--- src/rtl/core/rtph264_pkg.sv ---
// ----------------------------------------------------------------------------
// rtph264_pkg
// Types and constants shared by the RTP H.264 NAL reassembler.
// ----------------------------------------------------------------------------
package rtph264_pkg;

  localparam int HEADER_BYTES = 12;
  localparam int POS_W        = 4;
  localparam logic [POS_W-1:0] POS_HEADER_END = POS_W'(HEADER_BYTES);
  localparam logic [POS_W-1:0] POS_SATURATE   = POS_W'(HEADER_BYTES + 2);

  localparam logic [1:0] RTP_VERSION   = 2'd2;
  localparam logic [4:0] NAL_TYPE_MIN  = 5'd1;
  localparam logic [4:0] NAL_TYPE_MAX  = 5'd23;
  localparam logic [4:0] FU_A_TYPE     = 5'd28;
  localparam logic [7:0] START_CODE_LO = 8'h00;
  localparam logic [7:0] START_CODE_HI = 8'h01;

  localparam logic [6:0] PAYLOAD_TYPE_RESET = 7'd96;

  // Register indexes on the configuration port.
  localparam logic REG_PAYLOAD_TYPE = 1'b0;

  // Depth of the burst queue between parser and output.
  localparam int Q_DEPTH = 8;
  localparam int Q_AW    = $clog2(Q_DEPTH);

  // Position of an output item inside one burst.
  localparam logic [2:0] PH_SC_FIRST = 3'd0;
  localparam logic [2:0] PH_SC_LAST  = 3'd3;
  localparam logic [2:0] PH_DATA     = 3'd4;
  localparam logic [2:0] PH_STATUS   = 3'd5;

  // FU-A fragment position inside the current packet.
  localparam logic [1:0] FP_AWAIT  = 2'd0;
  localparam logic [1:0] FP_START  = 2'd1;
  localparam logic [1:0] FP_MIDDLE = 2'd2;
  localparam logic [1:0] FP_END    = 2'd3;

  typedef enum logic [1:0] {
    MODE_HEADER  = 2'd0,
    MODE_DISCARD = 2'd1,
    MODE_SINGLE  = 2'd2,
    MODE_FUA     = 2'd3
  } mode_t;

  typedef enum logic [2:0] {
    ST_COMPLETE    = 3'd0,
    ST_FRAGMENT    = 3'd1,
    ST_TOO_SHORT   = 3'd2,
    ST_BAD_VERSION = 3'd3,
    ST_BAD_TYPE    = 3'd4,
    ST_START_END   = 3'd5,
    ST_NO_START    = 3'd6,
    ST_UNSUPPORTED = 3'd7
  } status_t;

  typedef struct packed {
    logic [7:0] packet_byte;
    logic       packet_end;
  } pkt_item_t;

  typedef struct packed {
    logic       item_kind;
    logic [7:0] nal_byte;
    logic       nal_done;
    logic [2:0] status_code;
    logic       run_last;
  } res_item_t;

  // Everything one packet byte produces: optional start code, optional data
  // byte and optional status item, in that order.
  typedef struct packed {
    logic       has_start;
    logic       has_data;
    logic [7:0] data;
    logic       done;
    logic       has_status;
    status_t    code;
  } burst_t;

endpackage

--- src/rtl/core/rtph264_parse.sv ---
// ----------------------------------------------------------------------------
// rtph264_parse
// Per-byte RTP header check and FU-A state tracking; one burst per beat.
// ----------------------------------------------------------------------------
module rtph264_parse (
  input  logic                   clk,
  input  logic                   rst,
  input  logic                   accept,
  input  rtph264_pkg::pkt_item_t pkt,
  input  logic [6:0]             expected_pt,
  output logic                   push,
  output rtph264_pkg::burst_t    burst
);
  import rtph264_pkg::*;

  logic [POS_W-1:0] byte_position, byte_position_next;
  mode_t            packet_mode, packet_mode_next;
  status_t          pending_status, pending_status_next;
  logic             assembly_active, assembly_active_next;
  logic [2:0]       indicator_bits, indicator_bits_next;
  logic [1:0]       fragment_position, fragment_position_next;

  logic [7:0] b;
  logic       pend;
  logic [4:0] nal_type;

  assign b        = pkt.packet_byte;
  assign pend     = pkt.packet_end;
  assign nal_type = b[4:0];

  always_comb begin
    byte_position_next     = byte_position;
    packet_mode_next       = packet_mode;
    pending_status_next    = pending_status;
    assembly_active_next   = assembly_active;
    indicator_bits_next    = indicator_bits;
    fragment_position_next = fragment_position;
    burst                  = '0;
    burst.data             = b;

    if (byte_position < POS_HEADER_END) begin
      if (byte_position == POS_W'(0) && b[7:6] != RTP_VERSION) begin
        pending_status_next = ST_BAD_VERSION;
      end
      if (byte_position == POS_W'(1) && pending_status == ST_COMPLETE &&
          b[6:0] != expected_pt) begin
        pending_status_next = ST_BAD_TYPE;
      end
    end else if (byte_position == POS_HEADER_END) begin
      if (pending_status != ST_COMPLETE) begin
        packet_mode_next = MODE_DISCARD;
      end else if (pend) begin
        pending_status_next = ST_TOO_SHORT;
        packet_mode_next    = MODE_DISCARD;
      end else if (nal_type >= NAL_TYPE_MIN && nal_type <= NAL_TYPE_MAX) begin
        burst.has_start  = 1'b1;
        burst.has_data   = 1'b1;
        packet_mode_next = MODE_SINGLE;
      end else if (nal_type == FU_A_TYPE) begin
        indicator_bits_next    = b[7:5];
        fragment_position_next = FP_AWAIT;
        packet_mode_next       = MODE_FUA;
      end else begin
        pending_status_next = ST_UNSUPPORTED;
        packet_mode_next    = MODE_DISCARD;
      end
    end else if (packet_mode == MODE_SINGLE) begin
      burst.has_data = 1'b1;
      burst.done     = pend;
    end else if (packet_mode == MODE_FUA) begin
      if (fragment_position == FP_AWAIT) begin
        // FU header: bit 7 start, bit 6 end.
        if (b[7] && b[6]) begin
          pending_status_next = ST_START_END;
          packet_mode_next    = MODE_DISCARD;
        end else if (b[7]) begin
          if (pend) begin
            pending_status_next = ST_TOO_SHORT;
            packet_mode_next    = MODE_DISCARD;
          end else begin
            burst.has_start        = 1'b1;
            burst.has_data         = 1'b1;
            burst.data             = {indicator_bits, b[4:0]};
            assembly_active_next   = 1'b1;
            fragment_position_next = FP_START;
            pending_status_next    = ST_FRAGMENT;
          end
        end else if (!assembly_active) begin
          pending_status_next = ST_NO_START;
          packet_mode_next    = MODE_DISCARD;
        end else begin
          fragment_position_next = b[6] ? FP_END : FP_MIDDLE;
          pending_status_next    = b[6] ? ST_COMPLETE : ST_FRAGMENT;
        end
      end else begin
        burst.has_data = 1'b1;
        burst.done     = pend && (fragment_position == FP_END);
      end
    end

    if (byte_position < POS_SATURATE) begin
      byte_position_next = byte_position + POS_W'(1);
    end

    if (pend) begin
      burst.has_status = 1'b1;
      if (byte_position < POS_HEADER_END) begin
        burst.code = ST_TOO_SHORT;
      end else begin
        burst.code = pending_status_next;
        if (packet_mode_next == MODE_SINGLE) begin
          assembly_active_next = 1'b0;
        end else if (packet_mode_next == MODE_FUA && fragment_position_next == FP_END) begin
          assembly_active_next = 1'b0;
        end
      end
      byte_position_next     = '0;
      packet_mode_next       = MODE_HEADER;
      pending_status_next    = ST_COMPLETE;
      fragment_position_next = FP_AWAIT;
    end
  end

  assign push = accept && (burst.has_start || burst.has_data || burst.has_status);

  always_ff @(posedge clk) begin
    if (rst) begin
      byte_position     <= '0;
      packet_mode       <= MODE_HEADER;
      pending_status    <= ST_COMPLETE;
      assembly_active   <= 1'b0;
      indicator_bits    <= '0;
      fragment_position <= FP_AWAIT;
    end else if (accept) begin
      byte_position     <= byte_position_next;
      packet_mode       <= packet_mode_next;
      pending_status    <= pending_status_next;
      assembly_active   <= assembly_active_next;
      indicator_bits    <= indicator_bits_next;
      fragment_position <= fragment_position_next;
    end
  end

  // A start code is always followed by its NAL header and never shares a beat
  // with a status item.
  a_start_has_header: assert property (@(posedge clk) disable iff (rst)
    push && burst.has_start |-> burst.has_data && !burst.has_status)
    else $error("start code burst without header byte");

  // An assembly only opens on a start fragment.
  a_assembly_opens_on_start: assert property (@(posedge clk) disable iff (rst)
    $rose(assembly_active) |-> $past(push && burst.has_start && packet_mode == MODE_FUA))
    else $error("assembly opened without a start fragment");

endmodule

--- src/rtl/core/rtph264_outq.sv ---
// ----------------------------------------------------------------------------
// rtph264_outq
// Burst queue that absorbs the per-byte bursts and unrolls them into single
// result beats.
// ----------------------------------------------------------------------------
module rtph264_outq (
  input  logic                   clk,
  input  logic                   rst,
  input  logic                   push,
  input  rtph264_pkg::burst_t    burst,
  output logic                   full,
  output logic                   res_valid,
  input  logic                   res_ready,
  output rtph264_pkg::res_item_t res
);
  import rtph264_pkg::*;

  burst_t          q [Q_DEPTH];
  logic [Q_AW-1:0] wr_ptr;
  logic [Q_AW-1:0] rd_ptr;
  logic [Q_AW:0]   count;
  logic [2:0]      cursor;

  burst_t     head;
  logic [2:0] phase;
  logic       last;
  logic       pop;
  logic       take;

  assign head      = q[rd_ptr];
  assign full      = (count == (Q_AW+1)'(Q_DEPTH));
  assign res_valid = (count != '0);
  assign take      = res_valid && res_ready;
  assign pop       = take && last;

  // The cursor says how far into the head burst we are; skip absent parts.
  always_comb begin
    if (cursor <= PH_SC_LAST && head.has_start) begin
      phase = cursor;
    end else if (cursor <= PH_DATA && head.has_data) begin
      phase = PH_DATA;
    end else begin
      phase = PH_STATUS;
    end

    case (phase)
      PH_STATUS: last = 1'b1;
      PH_DATA:   last = !head.has_status;
      PH_SC_LAST: last = !head.has_data && !head.has_status;
      default:   last = 1'b0;
    endcase

    res             = '0;
    res.run_last    = last;
    case (phase)
      PH_STATUS: begin
        res.item_kind   = 1'b1;
        res.status_code = head.code;
      end
      PH_DATA: begin
        res.nal_byte = head.data;
        res.nal_done = head.done;
      end
      PH_SC_LAST: res.nal_byte = START_CODE_HI;
      default:    res.nal_byte = START_CODE_LO;
    endcase
  end

  always_ff @(posedge clk) begin
    if (push) begin
      q[wr_ptr] <= burst;
    end
  end

  always_ff @(posedge clk) begin
    if (rst) begin
      wr_ptr <= '0;
      rd_ptr <= '0;
      count  <= '0;
      cursor <= PH_SC_FIRST;
    end else begin
      if (push) begin
        wr_ptr <= wr_ptr + Q_AW'(1);
      end
      if (pop) begin
        rd_ptr <= rd_ptr + Q_AW'(1);
        cursor <= PH_SC_FIRST;
      end else if (take) begin
        cursor <= phase + 3'd1;
      end
      if (push && !pop) begin
        count <= count + (Q_AW+1)'(1);
      end else if (pop && !push) begin
        count <= count - (Q_AW+1)'(1);
      end
    end
  end

  a_count_bound: assert property (@(posedge clk) disable iff (rst)
    count <= (Q_AW+1)'(Q_DEPTH))
    else $error("burst queue overflow");

  a_no_push_when_full: assert property (@(posedge clk) disable iff (rst)
    full |-> !push)
    else $error("burst written into a full queue");

  a_cursor_restarts: assert property (@(posedge clk) disable iff (rst)
    pop |=> cursor == PH_SC_FIRST)
    else $error("cursor not reset after last beat of a burst");

endmodule

--- src/rtl/core/rtp_h264_nal_reassembler.sv ---
// ----------------------------------------------------------------------------
// rtp_h264_nal_reassembler
// RTP H.264 depacketizer: header check, single NAL pass-through and FU-A
// reassembly into Annex-B byte stream, with one status beat per packet.
// ----------------------------------------------------------------------------
// The block takes one packet byte per cycle while pkt_ready is high, which
// drops only while the queue is full, and works it in a single pass: the
// parser turns each accepted byte into a burst of zero to five result beats
// (start code 00 00 00 01 plus NAL header on a new NAL, one data byte, or a
// status beat at packet end), which enters an 8-entry burst queue. The output
// side unrolls it at one result beat per cycle while res_ready is high, so a
// result appears in the cycle after its byte at the earliest; with one result
// per byte the queue drains, and each start burst delays later results. The
// user must write the payload type register (address 0, reset 96) over the
// APB port only while no packet is in flight; the block does not enforce it.
// ----------------------------------------------------------------------------
module rtp_h264_nal_reassembler (
  input  logic                   clk,
  input  logic                   rst,
  input  logic                   pkt_valid,
  output logic                   pkt_ready,
  input  rtph264_pkg::pkt_item_t pkt,
  output logic                   res_valid,
  input  logic                   res_ready,
  output rtph264_pkg::res_item_t res,
  input  logic                   psel,
  input  logic                   penable,
  input  logic                   pwrite,
  input  logic [2:0]             paddr,
  input  logic [31:0]            pwdata,
  output logic [31:0]            prdata,
  output logic                   pready
);
  import rtph264_pkg::*;

  logic [6:0] expected_pt;
  logic       accept;
  logic       push;
  logic       full;
  burst_t     burst;

  assign pready    = 1'b1;
  assign pkt_ready = !full;
  assign accept    = pkt_valid && pkt_ready;

  always_ff @(posedge clk) begin
    if (rst) begin
      expected_pt <= PAYLOAD_TYPE_RESET;
    end else if (psel && penable && pwrite && paddr[2] == REG_PAYLOAD_TYPE) begin
      expected_pt <= pwdata[6:0];
    end
  end

  always_comb begin
    case (paddr[2])
      REG_PAYLOAD_TYPE: prdata = {25'd0, expected_pt};
      default:          prdata = '0;
    endcase
  end

  rtph264_parse u_parse (
    .clk         (clk),
    .rst         (rst),
    .accept      (accept),
    .pkt         (pkt),
    .expected_pt (expected_pt),
    .push        (push),
    .burst       (burst)
  );

  rtph264_outq u_outq (
    .clk       (clk),
    .rst       (rst),
    .push      (push),
    .burst     (burst),
    .full      (full),
    .res_valid (res_valid),
    .res_ready (res_ready),
    .res       (res)
  );

endmodule

--- config.mk ---
export PLATFORM = sky130hd
export DESIGN_NAME = rtp_h264_nal_reassembler
export DESIGN_NICKNAME = d
export VERILOG_FILES = /design/src/rtl/core/rtph264_pkg.sv /design/src/rtl/core/rtph264_parse.sv /design/src/rtl/core/rtph264_outq.sv /design/src/rtl/core/rtp_h264_nal_reassembler.sv
export SDC_FILE = /design/constraint.sdc
export NUM_CORES = 1
export LEC_CHECK = 0
export BUFFER_PORTS_ARGS = -buffer_cell sky130_fd_sc_hd__buf_2
export CAP_MARGIN = 30
export CORE_MARGIN = 5
export CORE_UTILIZATION = 50
export DETAILED_ROUTE_END_ITERATION = 8
export HOLD_SLACK_MARGIN = 0.12
export PLACE_DENSITY = 0.83
export SETUP_SLACK_MARGIN = 0.4
export SYNTH_ARGS = -nofsm -noshare
export SYNTH_HDL_FRONTEND = slang
export SYNTH_SLANG_ARGS = --single-unit
--- constraint.sdc ---
create_clock -name clk -period 4.05 [get_ports clk]
set_input_delay 0.6075 -clock clk [delete_from_list [all_inputs] [get_ports clk]]
set_output_delay 0.6075 -clock clk [all_outputs]
set_load 0.05 [all_outputs]
-- After elaboration in Yosys (flattened, before gate mapping)
Memory sizes are Yosys's and may differ from the RTL's. A register that Yosys moved wholly into a read port is not among the register bits.
Index checks and enable logic that the tools add are counted.
- order comparisons: 6
- add/sub/neg operators: 6
- eq/ne operators: 15
- reduce and logical (&&, ||, !) cells: 36
- bitwise operators: 5
- muxes and demuxes: 94
- operators with widths (kind ; count):
    $mux W2 ; 33
    $mux W3 ; 20
    $mux W10 ; 3
    $mux W1 ; 25
    $mux W11 ; 2
    $mux W4 ; 5
    $logic_and A1 B1 Y1 ; 19
    $mux W8 ; 2
    $pmux W8 S2 ; 1
    $eq A2 B2 Y1 const B ; 6
    $add A3 B1 Y3 const B ; 3
    $mux W9 ; 1
    $add A4 B1 Y4 const B ; 2
    $eq A4 B4 Y1 const B ; 2
    $lt A4 B4 Y1 const B ; 2
    $mux W7 ; 1
    $ne A7 B7 Y1 ; 1
    $reduce_and A7 Y1 ; 1
    $eq A3 B3 Y1 const B ; 2
    $eq A5 B5 Y1 const B ; 1
    $ge A5 B1 Y1 const B ; 1
    $le A5 B5 Y1 const B ; 1
    $logic_not A1 Y1 ; 5
    $not A1 Y1 ; 5
    16 further kinds ; 18
- bits in registers: 35
- logic and storage cells: 174
- memories kept: 1
- RAM bits: 120
- memory list (memory ; words ; width ; read ports ; clocked after memory_dff ; wr ports ; RTL line ; source):
    u_outq.q ; 8 ; 15 ; 1 ; 1 ; 1 ; rtph264_outq.sv:18 ; burst_t q [Q_DEPTH];

-- Depth between registers and ports, before layout
Gate-level depths: netlist (run 1).
- depth in word-level cells: 17
- depth in mapped cells: 20

-- Hierarchy
From an unflattened synthesis (run 1), not the netlist that was laid out.
- cell total of the unflattened synthesis: 531
- area, all modules: 7399.6 um2
- modules (own cells, without submodules) (module ; area each (um2) ; times used ; cells each):
    rtph264_outq ; 5547.8 ; 1 ; 299
    rtph264_parse ; 1265.0 ; 1 ; 164
    rtp_h264_nal_reassembler ; 586.8 ; 1 ; 68

-- Worst setup path before layout (run 1)
Ideal clock, no wire load.
- path type: in2reg
- start point: input port pkt[7] (netlist name)
- end point: memory u_outq.q[4][0] (netlist name), enable pin
- slack: 0.120 ns
- library setup time: 0.432 ns
- cell stages on the path: 6
- arrival: 3.498 ns
- cells stage by stage: clkbuf_1 -> nor3b_1 -> o21ai_0 -> a21oi_1 -> o21ai_2 -> nor4b_1
- RTL lines (element ; RTL line ; source):
    start, declared ; rtp_h264_nal_reassembler.sv:22 ; input rtph264_pkg::pkt_item_t pkt,
    end, declared ; rtph264_outq.sv:18 ;

==> summary.md, run 1 <==
| Metric | Value |
|---|---|
| Net Sw Power | `roughly 0.0016 W` |
| Via count | `4,385` |
| Clock skew | `0.00580 ns` |
| Initial core utilization | `0.514` |
| CP endpoint kind | `register` |
| Leakage | `2.91 nW` |
| Critical path depth | `18` |
| Total die area | `approximately 17,000 sq um` |
| Crit path time final | `3.69 ns` |
| Largest net degree at the start of global routing | `36` |
| Drt initial violations | `about 340` |
| Drt wl/cell | `a little under 20 um` |
| Largest delay share family, worst path | `compound AO/OA/AOI/OAI gates` |
| Achievable Freq | `~0.27 GHz` |
| Detailed Routing Iterations Pass 1 | `5` |
| CTS max path bufs | `2` |
| Clock Sinks | `around 160` |
| Worst-path clk slew | `~0.060 ns` |
| Total CTS buffers | `17` |
| GRT overflow | `0` |
| First-pass GRT wire length | `23,400 um` |
| Pwr Density | `approximately 580 nW/um^2` |
| P_int | `around 0.0032 W` |
| Via/cell ratio | `5.72` |
| Number of enable flip-flop cells after synthesis | `between 100 and 150` |
| Slowest cell on crit path | `mux4_2` |
| Post-synth cell types | `65` |
| Synth Cell Area | `~7200 sq um` |
| Tcrit/Tclk final | `0.911` |
| Clock power share | `0.312` |
| Hold Crit Class | `input pin to register` |
| Final Util | `0.591` |
| Final hold vios | `0` |
| Total Wirelength | `14,800 um` |
| Max-cap check violation count | `0` |
| Vias in the first global route | `~4,500` |
| Register area share after synthesis | `0.608` |
| RSZ-0062 raised after global routing | `yes` |
| Register share of total power | `0.394` |
| H-tree level count | `4` |
| Cell area after layout | `between 8000 and 9000 sq um` |
| Core Rows | `43` |
| Area after DPL | `7610 sq um` |
| Commonest cells after routing, fill and taps aside | `edfxtp_1, nor2_1, buf_2, dfxtp_1, mux2i_1` |
| Actual slew at the worst max-slew pin | `1.04 ns` |
| Final Max Tran Viols | `0` |
| Synth warnings | `0` |
| Syn_area_per_cell | `14.0 sq um` |
| Initial antenna violation count | `0` |
| CP Launch Type | `register` |
| Core area | `~14,000 sq um` |
| WP data required | `approximately 4.4 ns` |
| DPL Wire Length | `around 9600 um` |
| Clock Latency Late Sink | `around 0.42 ns` |
| Post-DRT Antenna Nets | `0` |
| Inserted Diodes | `0` |
| CP arrival | `just over 4 ns` |
| TritonCTS clock tree | `yes` |
| Worst path cell trace | `mux4_2, mux2i_4, nor2_1, nor2_1, o22a_1, ha_2, ha_4, nand3_4, a31oi_4, inv_2, ha_4, inv_2, ha_1, a21o_1, a21oi_2, xnor2_1, or3_1, a21oi_2` |
| Gpl congestion | `around 0.9` |
| Worst slew margin | `0.301` |
| Hold Buf Count CTS | `0` |
| Post-layout net count | `638` |
| Crit-path max FO | `8` |
| Worst hold stages | `3` |
| Synth Flop Type | `edfxtp_1` |
| Outcome | `completed` |
| Die Span X | `between 100 and 150 um` |
| Setup Viol. Count Final | `0` |
| GR Util All Layers | `0.184` |
| Post-Syn Instances | `roughly 510` |
| Sw Share | `0.326` |
| Layout cells sized above 1 | `0.269` |
| CP Class | `register to register` |
| Worst IR drop on VDD | `0.243 mV` |
| Max incr delay on CP | `roughly 0.56 ns` |
| Die Ht | `around 130 um` |
| Bufs and invs on worst path | `2` |
| DRC viols | `0` |
| Area Overhead vs Synth | `15.0%` |
| Flops & latches, synth | `between 150 and 200` |
| Setup TNS | `0 ns` |
| Worst Reg2Reg Path Length in Cells | `18` |
| Gate power share | `0.294` |
| Ys async rst share | `0` |
| Root Driver | `clkbuf_16` |
| Input/output buffers | `between 40 and 50` |
| Commonest non-fill, non-tap cell in the layout | `edfxtp_1` |
| IO Pins | `100` |
-- cells by family after synthesis --
| family | count (synthesis) | share of synthesized area |
|---|---|---|
| DFF | 158 | 0.608 |
| and+or+nand+nor | 139 | 0.0991 |
| AOI/OAI and AO/OA | 64 | 0.0634 |
| muxes | 63 | 0.142 |
| buffers and inverters | 61 | 0.0486 |
| adders and majority gates | 13 | 0.0237 |
| xor gates and xnor gates | 12 | 0.0146 |
| other | 2 | 0.00105 |
-- layout make-up --
cell class              count  area [sq um]
well taps                 180           225
multi-input cells         317          2650
fillers                  1058          5730
clock inverters            12           121
repair buffers             70           420
inverters                  10          37.5
flip-flops and latches    158          4370
clock buffers              20           437
-- synth_stat cells (3+ instances only) --
cell type / count / area, sq um
a21oi_1: 20 / 100
a31o_2: 4 / 35.0
and2_1: 4 / 25.0
buf_2: 3 / 15.0
buf_4: 27 / 203
clkbuf_1: 18 / 67.6
dfxtp_1: 38 / 761
edfxtp_1: 120 / 3600
ha_1: 12 / 150
inv_1: 10 / 37.5
mux2i_1: 31 / 310
mux4_2: 29 / 653
nand2_1: 20 / 75.1
nand2b_1: 5 / 31.3
nand3_1: 10 / 50.1
nand4_1: 3 / 18.8
nor2_1: 52 / 195
nor2b_1: 11 / 68.8
nor3_1: 7 / 35.0
nor3b_1: 4 / 30.0
nor4_1: 3 / 18.8
nor4b_1: 3 / 26.3
o211ai_1: 4 / 30.0
o21ai_0: 9 / 45.0
or3_1: 4 / 25.0
or4_1: 3 / 22.5
xnor2_1: 10 / 87.6
-- power by group through the flow --
stage / clock network, W / logic [W] / registers, W
floorplan: 0 / 0.00112 / 0.00189
global placement: 0 / 0.00130 / 0.00192
global route: 0.00159 / 0.00153 / 0.00191
detailed placement: 0 / 0.00134 / 0.00193
CTS: 0.00152 / 0.00139 / 0.00189
finish: 0.00150 / 0.00141 / 0.00190
-- routing by layer --
metal  vias to the layer above  track usage  wire (um)
met5                         -            0          0
met4                         0       0.0819        426
met3                        32       0.0377        871
met2                       172        0.309       7480
met1                      2165        0.233       6070
li1                       2016            -          -
-- worst paths after layout --
check                                       from               end  slack [ns]
worst min register to register  u_outq.cursor[1]  u_outq.cursor[1]        0.49
worst min-delay path                   pwdata[5]    expected_pt[5]        0.41
worst max register to register          register   u_outq.count[3]        0.36
worst max-delay path                    register   u_outq.count[3]        0.36
-- per-stage QoR --
step | cells | power [W] | hold slack [ns] | setup WS [ns]
4_1_cts | 765 | 0.00480 | 0.396 | 0.388
3_3_place_gp | 726 | 0.00322 | 0.462 | 0.257
3_5_place_dp | 726 | 0.00326 | 0.485 | 0.122
2_1_floorplan | 536 | 0.00301 | 0.445 | 0.369
5_1_grt | 767 | 0.00502 | 0.426 | 0.191
6_report | 767 | 0.00481 | 0.411 | 0.360
-- sequential cells by signal (all words and copies together) (netlist names), named ones only --
name	count
expected_pt	7
u_outq.count	4
u_outq.cursor	3
u_outq.q	120
u_outq.rd_ptr	3
u_outq.wr_ptr	3
u_parse.assembly_active	1
u_parse.byte_position	4
u_parse.fragment_position	2
u_parse.indicator_bits	3
u_parse.packet_mode	2
u_parse.pending_status	3
-- what timing repair did --
action / CTS / global route
gates resized for setup: 4 / 8
endpoints found under the setup margin: 10 / 7
gates cloned: 0 / 0
pin swaps: 6 / 6
buffers inserted: 7 / 2
-- worst reg2reg max path, delay by kind of cell (launching register included) --
kind	cells	cell delay [ns]
buf+inv	2	0.13
simple gates	4	0.55
flops	1	0.43
xor+xnor	1	0.08
fa+ha+maj	4	0.76
compound gates	5	0.91
mux	2	0.75
No activity file was read; power rests on OpenSTA's default activity.
==> inputs of run 2 (changes only) <==
--- a/config.mk
+++ b/config.mk
@@ -5,7 +5,7 @@
 export SDC_FILE = /design/constraint.sdc
 export NUM_CORES = 1
 export LEC_CHECK = 0
-export BUFFER_PORTS_ARGS = -buffer_cell sky130_fd_sc_hd__buf_2
+export BUFFER_PORTS_ARGS = -buffer_cell sky130_fd_sc_hd__buf_4
 export CAP_MARGIN = 30
 export CORE_MARGIN = 5
 export CORE_UTILIZATION = 50
==> run 2 against run 1 <==
Against the previous run: sequential share of layout area is 0.97 points lower; core utilization is 1.1 points higher; non-clock buffer count up 1; critical path type unchanged; power grew 3.9%; global-route usage increased by 0.17 points; clock-buffer cell count grew 5.
==> summary.md, run 2 (synthesis results as in run 1) <==
| Metric | Value |
|---|---|
| DRC viols | `0 (unchanged)` |
| Highest Signal Layer | `met4 (unchanged)` |
| CP Launch Type | `register (unchanged)` |
| Core area | `14,000 sq um (unchanged)` |
| DPL Wire Length | `9900 um (was 9570 um)` |
| Detailed Routing Iterations Pass 1 | `4 (was 5)` |
| Hold Buf Count CTS | `0 (unchanged)` |
| Routed wl met2 | `7720 um (was 7480 um)` |
| Metal1 wirelength | `6040 um (was 6070 um)` |
| Worst Reg2Reg Path Length in Cells | `18 (unchanged)` |
| Post-DRT Antenna Nets | `0 (unchanged)` |
| Die Ht | `130 um (unchanged)` |
| Max reg flops | `120 (unchanged)` |
| CP Class | `register to register (unchanged)` |
| Largest net degree at the start of global routing | `36 (unchanged)` |
| Root Driver | `clkbuf_16 (unchanged)` |
| Reg2reg end | `u_outq.count[3] (unchanged)` |
| Max-cap check violation count | `0 (unchanged)` |
| Top flop regs | `u_outq.q: 120 flops, expected_pt: 7 flops (unchanged)` |
| Worst slew margin | `0.302 (was 0.301)` |
| Achievable Freq | `0.272 GHz (was 0.271 GHz)` |
| H-tree level count | `4 (unchanged)` |
| Vias in the first global route | `4,426 (was 4,506)` |
| Cell area after layout | `8420 sq um (was 8260 sq um)` |
| WP data required | `4.41 ns (was 4.40 ns)` |
| Initial core utilization | `0.514 (unchanged)` |
| Pre-CTS WS | `0.117 ns (was 0.122 ns)` |
| RSZ-0062 raised after global routing | `yes (unchanged)` |
| Drt initial violations | `273 (was 337)` |
| CTS max path bufs | `2 (unchanged)` |
| CP arrival | `4.03 ns (was 4.04 ns)` |
| Crit-path max FO | `8 (unchanged)` |
| Reg with most FFs | `u_outq.q (unchanged)` |
| Core Rows | `43 (unchanged)` |
| IO Pins | `100 (unchanged)` |
| Final hold vios | `0 (unchanged)` |
| Worst Setup EP | `u_outq.count[3] (unchanged)` |
| Worst IR drop on VDD | `0.277 mV (was 0.243 mV)` |
| Setup TNS | `0 ns (unchanged)` |
| CP endpoint kind | `register (unchanged)` |
| Worst-path clk slew | `0.06 ns (about the same)` |
| Reg2reg setup slack | `0.38 ns (was 0.36 ns)` |
| Input/output buffers | `46 (unchanged)` |
| Setup Viol. Count Final | `0 (unchanged)` |
| GR Util All Layers | `0.186 (was 0.184)` |
| Total CTS buffers | `17 (unchanged)` |
| Inserted Diodes | `0 (unchanged)` |
| Initial antenna violation count | `0 (unchanged)` |
| Total Wirelength | `15,000 um (was 14,800 um)` |
| Final worst slack | `0.377 ns (was 0.360 ns)` |
| Total die area | `16,900 sq um (unchanged)` |
| First-pass GRT wire length | `23,600 um (was 23,400 um)` |
| Commonest non-fill, non-tap cell in the layout | `edfxtp_1 (unchanged)` |
| Via count | `4,408 (was 4,385)` |
| Via/cell ratio | `5.74 (was 5.72)` |
| Drt wl/cell | `19.6 um (was 19.4 um)` |
| Final Max Tran Viols | `0 (unchanged)` |
| Final Util | `0.602 (was 0.591)` |
| Fillers | `1,085 (was 1,058)` |
| Met3 wire length | `945 um (was 871 um)` |
| Die Span X | `130 um (unchanged)` |
| Pwr Density | `594 nW/um^2 (was 582 nW/um^2)` |
| Area Overhead vs Synth | `17.2% (was 15.0%)` |
| Actual slew at the worst max-slew pin | `1.04 ns (about the same)` |
| GRT overflow | `0 (unchanged)` |
| Crit path time final | `3.67 ns (was 3.69 ns)` |
| Tcrit/Tclk final | `0.907 (was 0.911)` |
| TritonCTS clock tree | `yes (unchanged)` |
| Layout cells sized above 1 | `0.267 (was 0.269)` |
| Post-layout net count | `639 (was 638)` |
| Clock Latency Late Sink | `0.42 ns (about the same)` |
| Tot Pwr | `0.00500 W (was 0.00481 W)` |
| Clock skew | `0.00652 ns (was 0.00580 ns)` |
| Gpl congestion | `0.883 (was 0.904)` |
| Hold Crit Class | `input pin to register (unchanged)` |
| Area after DPL | `7730 sq um (was 7610 sq um)` |
| Leakage | `2.97 nW (was 2.91 nW)` |
| Outcome | `completed (unchanged)` |
| Clock Sinks | `158 (unchanged)` |
| Commonest cells after routing, fill and taps aside | `edfxtp_1, buf_4, nor2_1, dfxtp_1, mux2i_1 (was edfxtp_1, nor2_1, buf_2, dfxtp_1, mux2i_1)` |
[run 2: cell count changes in the layout (fill, tap and decap cells not counted), moves of 2 or more]
cell	previous run	this run
clkinv_1	3	1
clkinvlp_4	3	0
clkbuf_1	3	7
bufinv_16	2	4
buf_2	42	0
buf_4	27	70
[run 2: what timing repair did]
item | CTS | global route
pin swaps | 2 | 1
endpoints found under the setup margin | 6 | 2
buffers inserted | 5 | 4
gates resized for setup | 2 | 3
cloned | 0 | 0
[run 2: final cells by class]
type	instances	area (sq um)	area share
inverters	10	37.5	0.00446
clock inverters	7	138	0.0163
repair buffers	71	537	0.0638
well taps	180	225	0.0268
flip-flops and latches	158	4370	0.519
clock buffers	25	465	0.0553
multi-input cells	317	2650	0.315
[run 2: how the worst min path moves through the flow]
stage / startpoint / end / slack, ns / cells after the start
detailed placement: u_outq.cursor[1] / u_outq.cursor[1] / 0.47 / 2
CTS: pwdata[6] / expected_pt[6] / 0.38 / 3
floorplan: u_outq.cursor[1] / u_outq.cursor[1] / 0.45 / 2
global placement: u_outq.cursor[1] / u_outq.cursor[1] / 0.46 / 2
finish: pwdata[6] / expected_pt[6] / 0.40 / 3
global route: pwdata[6] / expected_pt[6] / 0.41 / 3
[run 2: worst max-delay path: stages (launching register included)]
cell	delay (ns)
dfxtp_4	0.42
mux2i_1	0.11
mux4_2	0.54
nor2_4	0.17
nor2_1	0.07
o22a_1	0.26
ha_2	0.23
ha_4	0.17
nand3_4	0.07
a31oi_4	0.10
inv_1	0.08
ha_2	0.19
inv_2	0.06
ha_1	0.29
a21o_1	0.17
a21oi_2	0.13
xnor2_1	0.09
or3_1	0.34
a21oi_2	0.12
[run 2: metal layers]
metal,vias up,track usage
li1,2014,-
met1,2187,0.234
met2,184,0.313
met3,23,0.0381
met4,0,0.0819
met5,-,0
[run 2: through the flow]
step / std cells / hold WS (ns)
2_1_floorplan: 536 / 0.445
3_3_place_gp: 727 / 0.463
3_5_place_dp: 727 / 0.473
4_1_cts: 764 / 0.381
5_1_grt: 768 / 0.405
6_report: 768 / 0.400
[run 2: where the power goes]
part	internal, W	switching (W)
Clock	0.00105	0.000587
Combinational	0.000574	0.000895
Sequential	0.00182	0.0000816
==> inputs of run 3 (changes only) <==
--- a/config.mk
+++ b/config.mk
@@ -12,6 +12,7 @@
 export DETAILED_ROUTE_END_ITERATION = 8
 export HOLD_SLACK_MARGIN = 0.12
 export PLACE_DENSITY = 0.83
+export REMOVE_ABC_BUFFERS = 1
 export SETUP_SLACK_MARGIN = 0.4
 export SYNTH_ARGS = -nofsm -noshare
 export SYNTH_HDL_FRONTEND = slang
==> run 3 against run 2 <==
Against the previous run: sequential power about the same; clock-buffer cell count decreased by 4; maximum frequency decreased by 3.3%; highest routed layer unchanged.
==> summary.md, run 3 (synthesis results as in run 1) <==
| Metric | Value |
|---|---|
| GRT overflow | `0 (unchanged)` |
| Inserted Diodes | `0 (unchanged)` |
| Total die area | `16,900 sq um (unchanged)` |
| Pwr Density | `598 nW/um^2 (was 594 nW/um^2)` |
| TritonCTS clock tree | `yes (unchanged)` |
| Post-layout net count | `645 (was 639)` |
| Max reg flops | `120 (unchanged)` |
| First-pass GRT wire length | `24,000 um (was 23,600 um)` |
| H-tree level count | `4 (unchanged)` |
| Post-DRT Antenna Nets | `0 (unchanged)` |
| Worst Reg2Reg Path Length in Cells | `18 (unchanged)` |
| Layout cells sized above 1 | `0.313 (was 0.267)` |
| Worst hold stages | `3 (unchanged)` |
| Commonest non-fill, non-tap cell in the layout | `edfxtp_1 (unchanged)` |
| Final hold vios | `0 (unchanged)` |
| RSZ-0062 raised after global routing | `yes (unchanged)` |
| Final Max Tran Viols | `0 (unchanged)` |
| Outcome | `completed (unchanged)` |
| Worst IR drop on VDD | `0.298 mV (was 0.277 mV)` |
| Core Rows | `43 (unchanged)` |
| Final hold slack | `0.400 ns (about the same)` |
| Largest net degree at the start of global routing | `36 (unchanged)` |
| Max-cap check violation count | `0 (unchanged)` |
| Gpl congestion | `0.904 (was 0.883)` |
| Via count | `4,463 (was 4,408)` |
| CTS max path bufs | `2 (unchanged)` |
| Actual slew at the worst max-slew pin | `0.820 ns (was 1.04 ns)` |
| CP arrival | `4.15 ns (was 4.03 ns)` |
| Hold Crit Class | `input pin to register (unchanged)` |
| Crit-path max FO | `8 (unchanged)` |
| IO Pins | `100 (unchanged)` |
| DRC viols | `0 (unchanged)` |
| WP data required | `4.40 ns (was 4.41 ns)` |
| Hold Path End | `expected_pt[5] (was expected_pt[6])` |
| Achievable Freq | `0.263 GHz (was 0.272 GHz)` |
| Worst-path clk slew | `0.06 ns (about the same)` |
| Hold wc startpoint | `pwdata[5] (was pwdata[6])` |
| Input/output buffers | `46 (unchanged)` |
| GR Util All Layers | `0.190 (was 0.186)` |
| Reg2reg end | `u_outq.count[3] (unchanged)` |
| Clock skew | `0.00580 ns (was 0.00652 ns)` |
| Worst slew margin | `0.449 (was 0.302)` |
| Root Driver | `clkbuf_16 (unchanged)` |
| Initial core utilization | `0.514 (unchanged)` |
| Cell area after layout | `8590 sq um (was 8420 sq um)` |
| CP endpoint kind | `register (unchanged)` |
| Die Span X | `130 um (unchanged)` |
| Area Overhead vs Synth | `19.5% (was 17.2%)` |
| Vias in the first global route | `4,583 (was 4,426)` |
| Core area | `14,000 sq um (unchanged)` |
| Hold Buf Count CTS | `0 (unchanged)` |
| CP Class | `register to register (unchanged)` |
| Top flop regs | `u_outq.q: 120 flops, expected_pt: 7 flops (unchanged)` |
| Reg2reg setup slack | `0.25 ns (was 0.38 ns)` |
| Reg with most FFs | `u_outq.q (unchanged)` |
| Total CTS buffers | `17 (unchanged)` |
| Die Ht | `130 um (unchanged)` |
| DPL Wire Length | `9850 um (was 9900 um)` |
| Commonest cells after routing, fill and taps aside | `edfxtp_1, buf_4, nor2_1, dfxtp_1, mux2i_1 (unchanged)` |
| Detailed Routing Iterations Pass 1 | `5 (was 4)` |
| Area after DPL | `7700 sq um (was 7730 sq um)` |
| Clock Latency Late Sink | `0.42 ns (about the same)` |
| Leakage | `3.01 nW (was 2.97 nW)` |
| Tcrit/Tclk final | `0.938 (was 0.907)` |
| Via/cell ratio | `5.77 (was 5.74)` |
| Total Wirelength | `15,900 um (was 15,000 um)` |
| Setup Viol. Count Final | `0 (unchanged)` |
| Drt wl/cell | `20.5 um (was 19.6 um)` |
| CP Launch Type | `register (unchanged)` |
| Crit path time final | `3.80 ns (was 3.67 ns)` |
| Drt initial violations | `356 (was 273)` |
| Clock Sinks | `158 (unchanged)` |
| Initial antenna violation count | `0 (unchanged)` |
## run 3: cell count changes in the layout (fill, tap and decap cells not counted), sizes merged
cell,delta
inv,+8
bufinv,-4
buf,+5
clkinv,-1
clkinvlp,+1
clkbuf,-3
## run 3: through the flow
stage / utilization / worst slack [ns] / TNS (ns) / std cells / total power (W)
after floorplan: - / -0.737 / -5.43 / 485 / 0.00292
after global placement: 0.550 / 0.251 / 0 / 728 / 0.00327
after detailed placement: 0.550 / 0.00829 / 0 / 728 / 0.00332
after CTS: 0.600 / 0.409 / 0 / 768 / 0.00498
after global routing: 0.614 / 0.138 / 0 / 774 / 0.00535
final: 0.614 / 0.253 / 0 / 774 / 0.00514
## run 3: critical path, stage by stage (launching register included)
cell      delay, ns
dfxtp_4        0.39
mux2i_2        0.16
mux4_2         0.53
nor2_4         0.17
nor2_2         0.05
o22a_2         0.27
inv_1          0.08
ha_2           0.22
o211ai_4       0.10
a31oi_4        0.24
inv_2          0.07
ha_4           0.18
inv_4          0.07
ha_4           0.19
a21o_1         0.17
a21oi_2        0.16
xnor2_1        0.11
or3_1          0.39
a21oi_2        0.15
## run 3: metal layers
layer  GRT usage  vias up  share of wire
met5           0        -              0
met4      0.0868        0          0.021
met3      0.0319       28          0.059
met2       0.325      188           0.52
met1       0.237     2217           0.40
li1            -     2030              -
## run 3: what timing repair did
item / in CTS / in global routing
endpoints found under the setup margin: 9 / 24
pin swaps: 5 / 14
buffers inserted: 8 / 5
cloned: 0 / 0
gates resized for setup: 9 / 29
## run 3: layout make-up
type | instances | area, sq um
Sequential cell | 158 | 4370
Inverter | 10 | 40.0
Timing Repair Buffer | 77 | 597
Multi-Input combinational cell | 317 | 2740
Tap cell | 180 | 225
Clock inverter | 11 | 86.3
Clock buffer | 21 | 526
Fill cell | 1047 | 5400
## run 3: how the worst max path moves through the flow
stage / from / endpoint / cells after the start
CTS: register / u_outq.count[3] / 18
floorplan: register / u_outq.count[3] / 18
detailed placement: register / u_outq.count[3] / 18
finish: register / u_outq.count[3] / 18
global placement: register / u_outq.count[3] / 18
global route: register / u_outq.count[3] / 18
## run 3: power breakdown
part / switching (W) / internal [W]
sequential: 0.0000910 / 0.00182
combinational: 0.000967 / 0.000662
clock: 0.000657 / 0.000944
total: 0.00171 / 0.00342
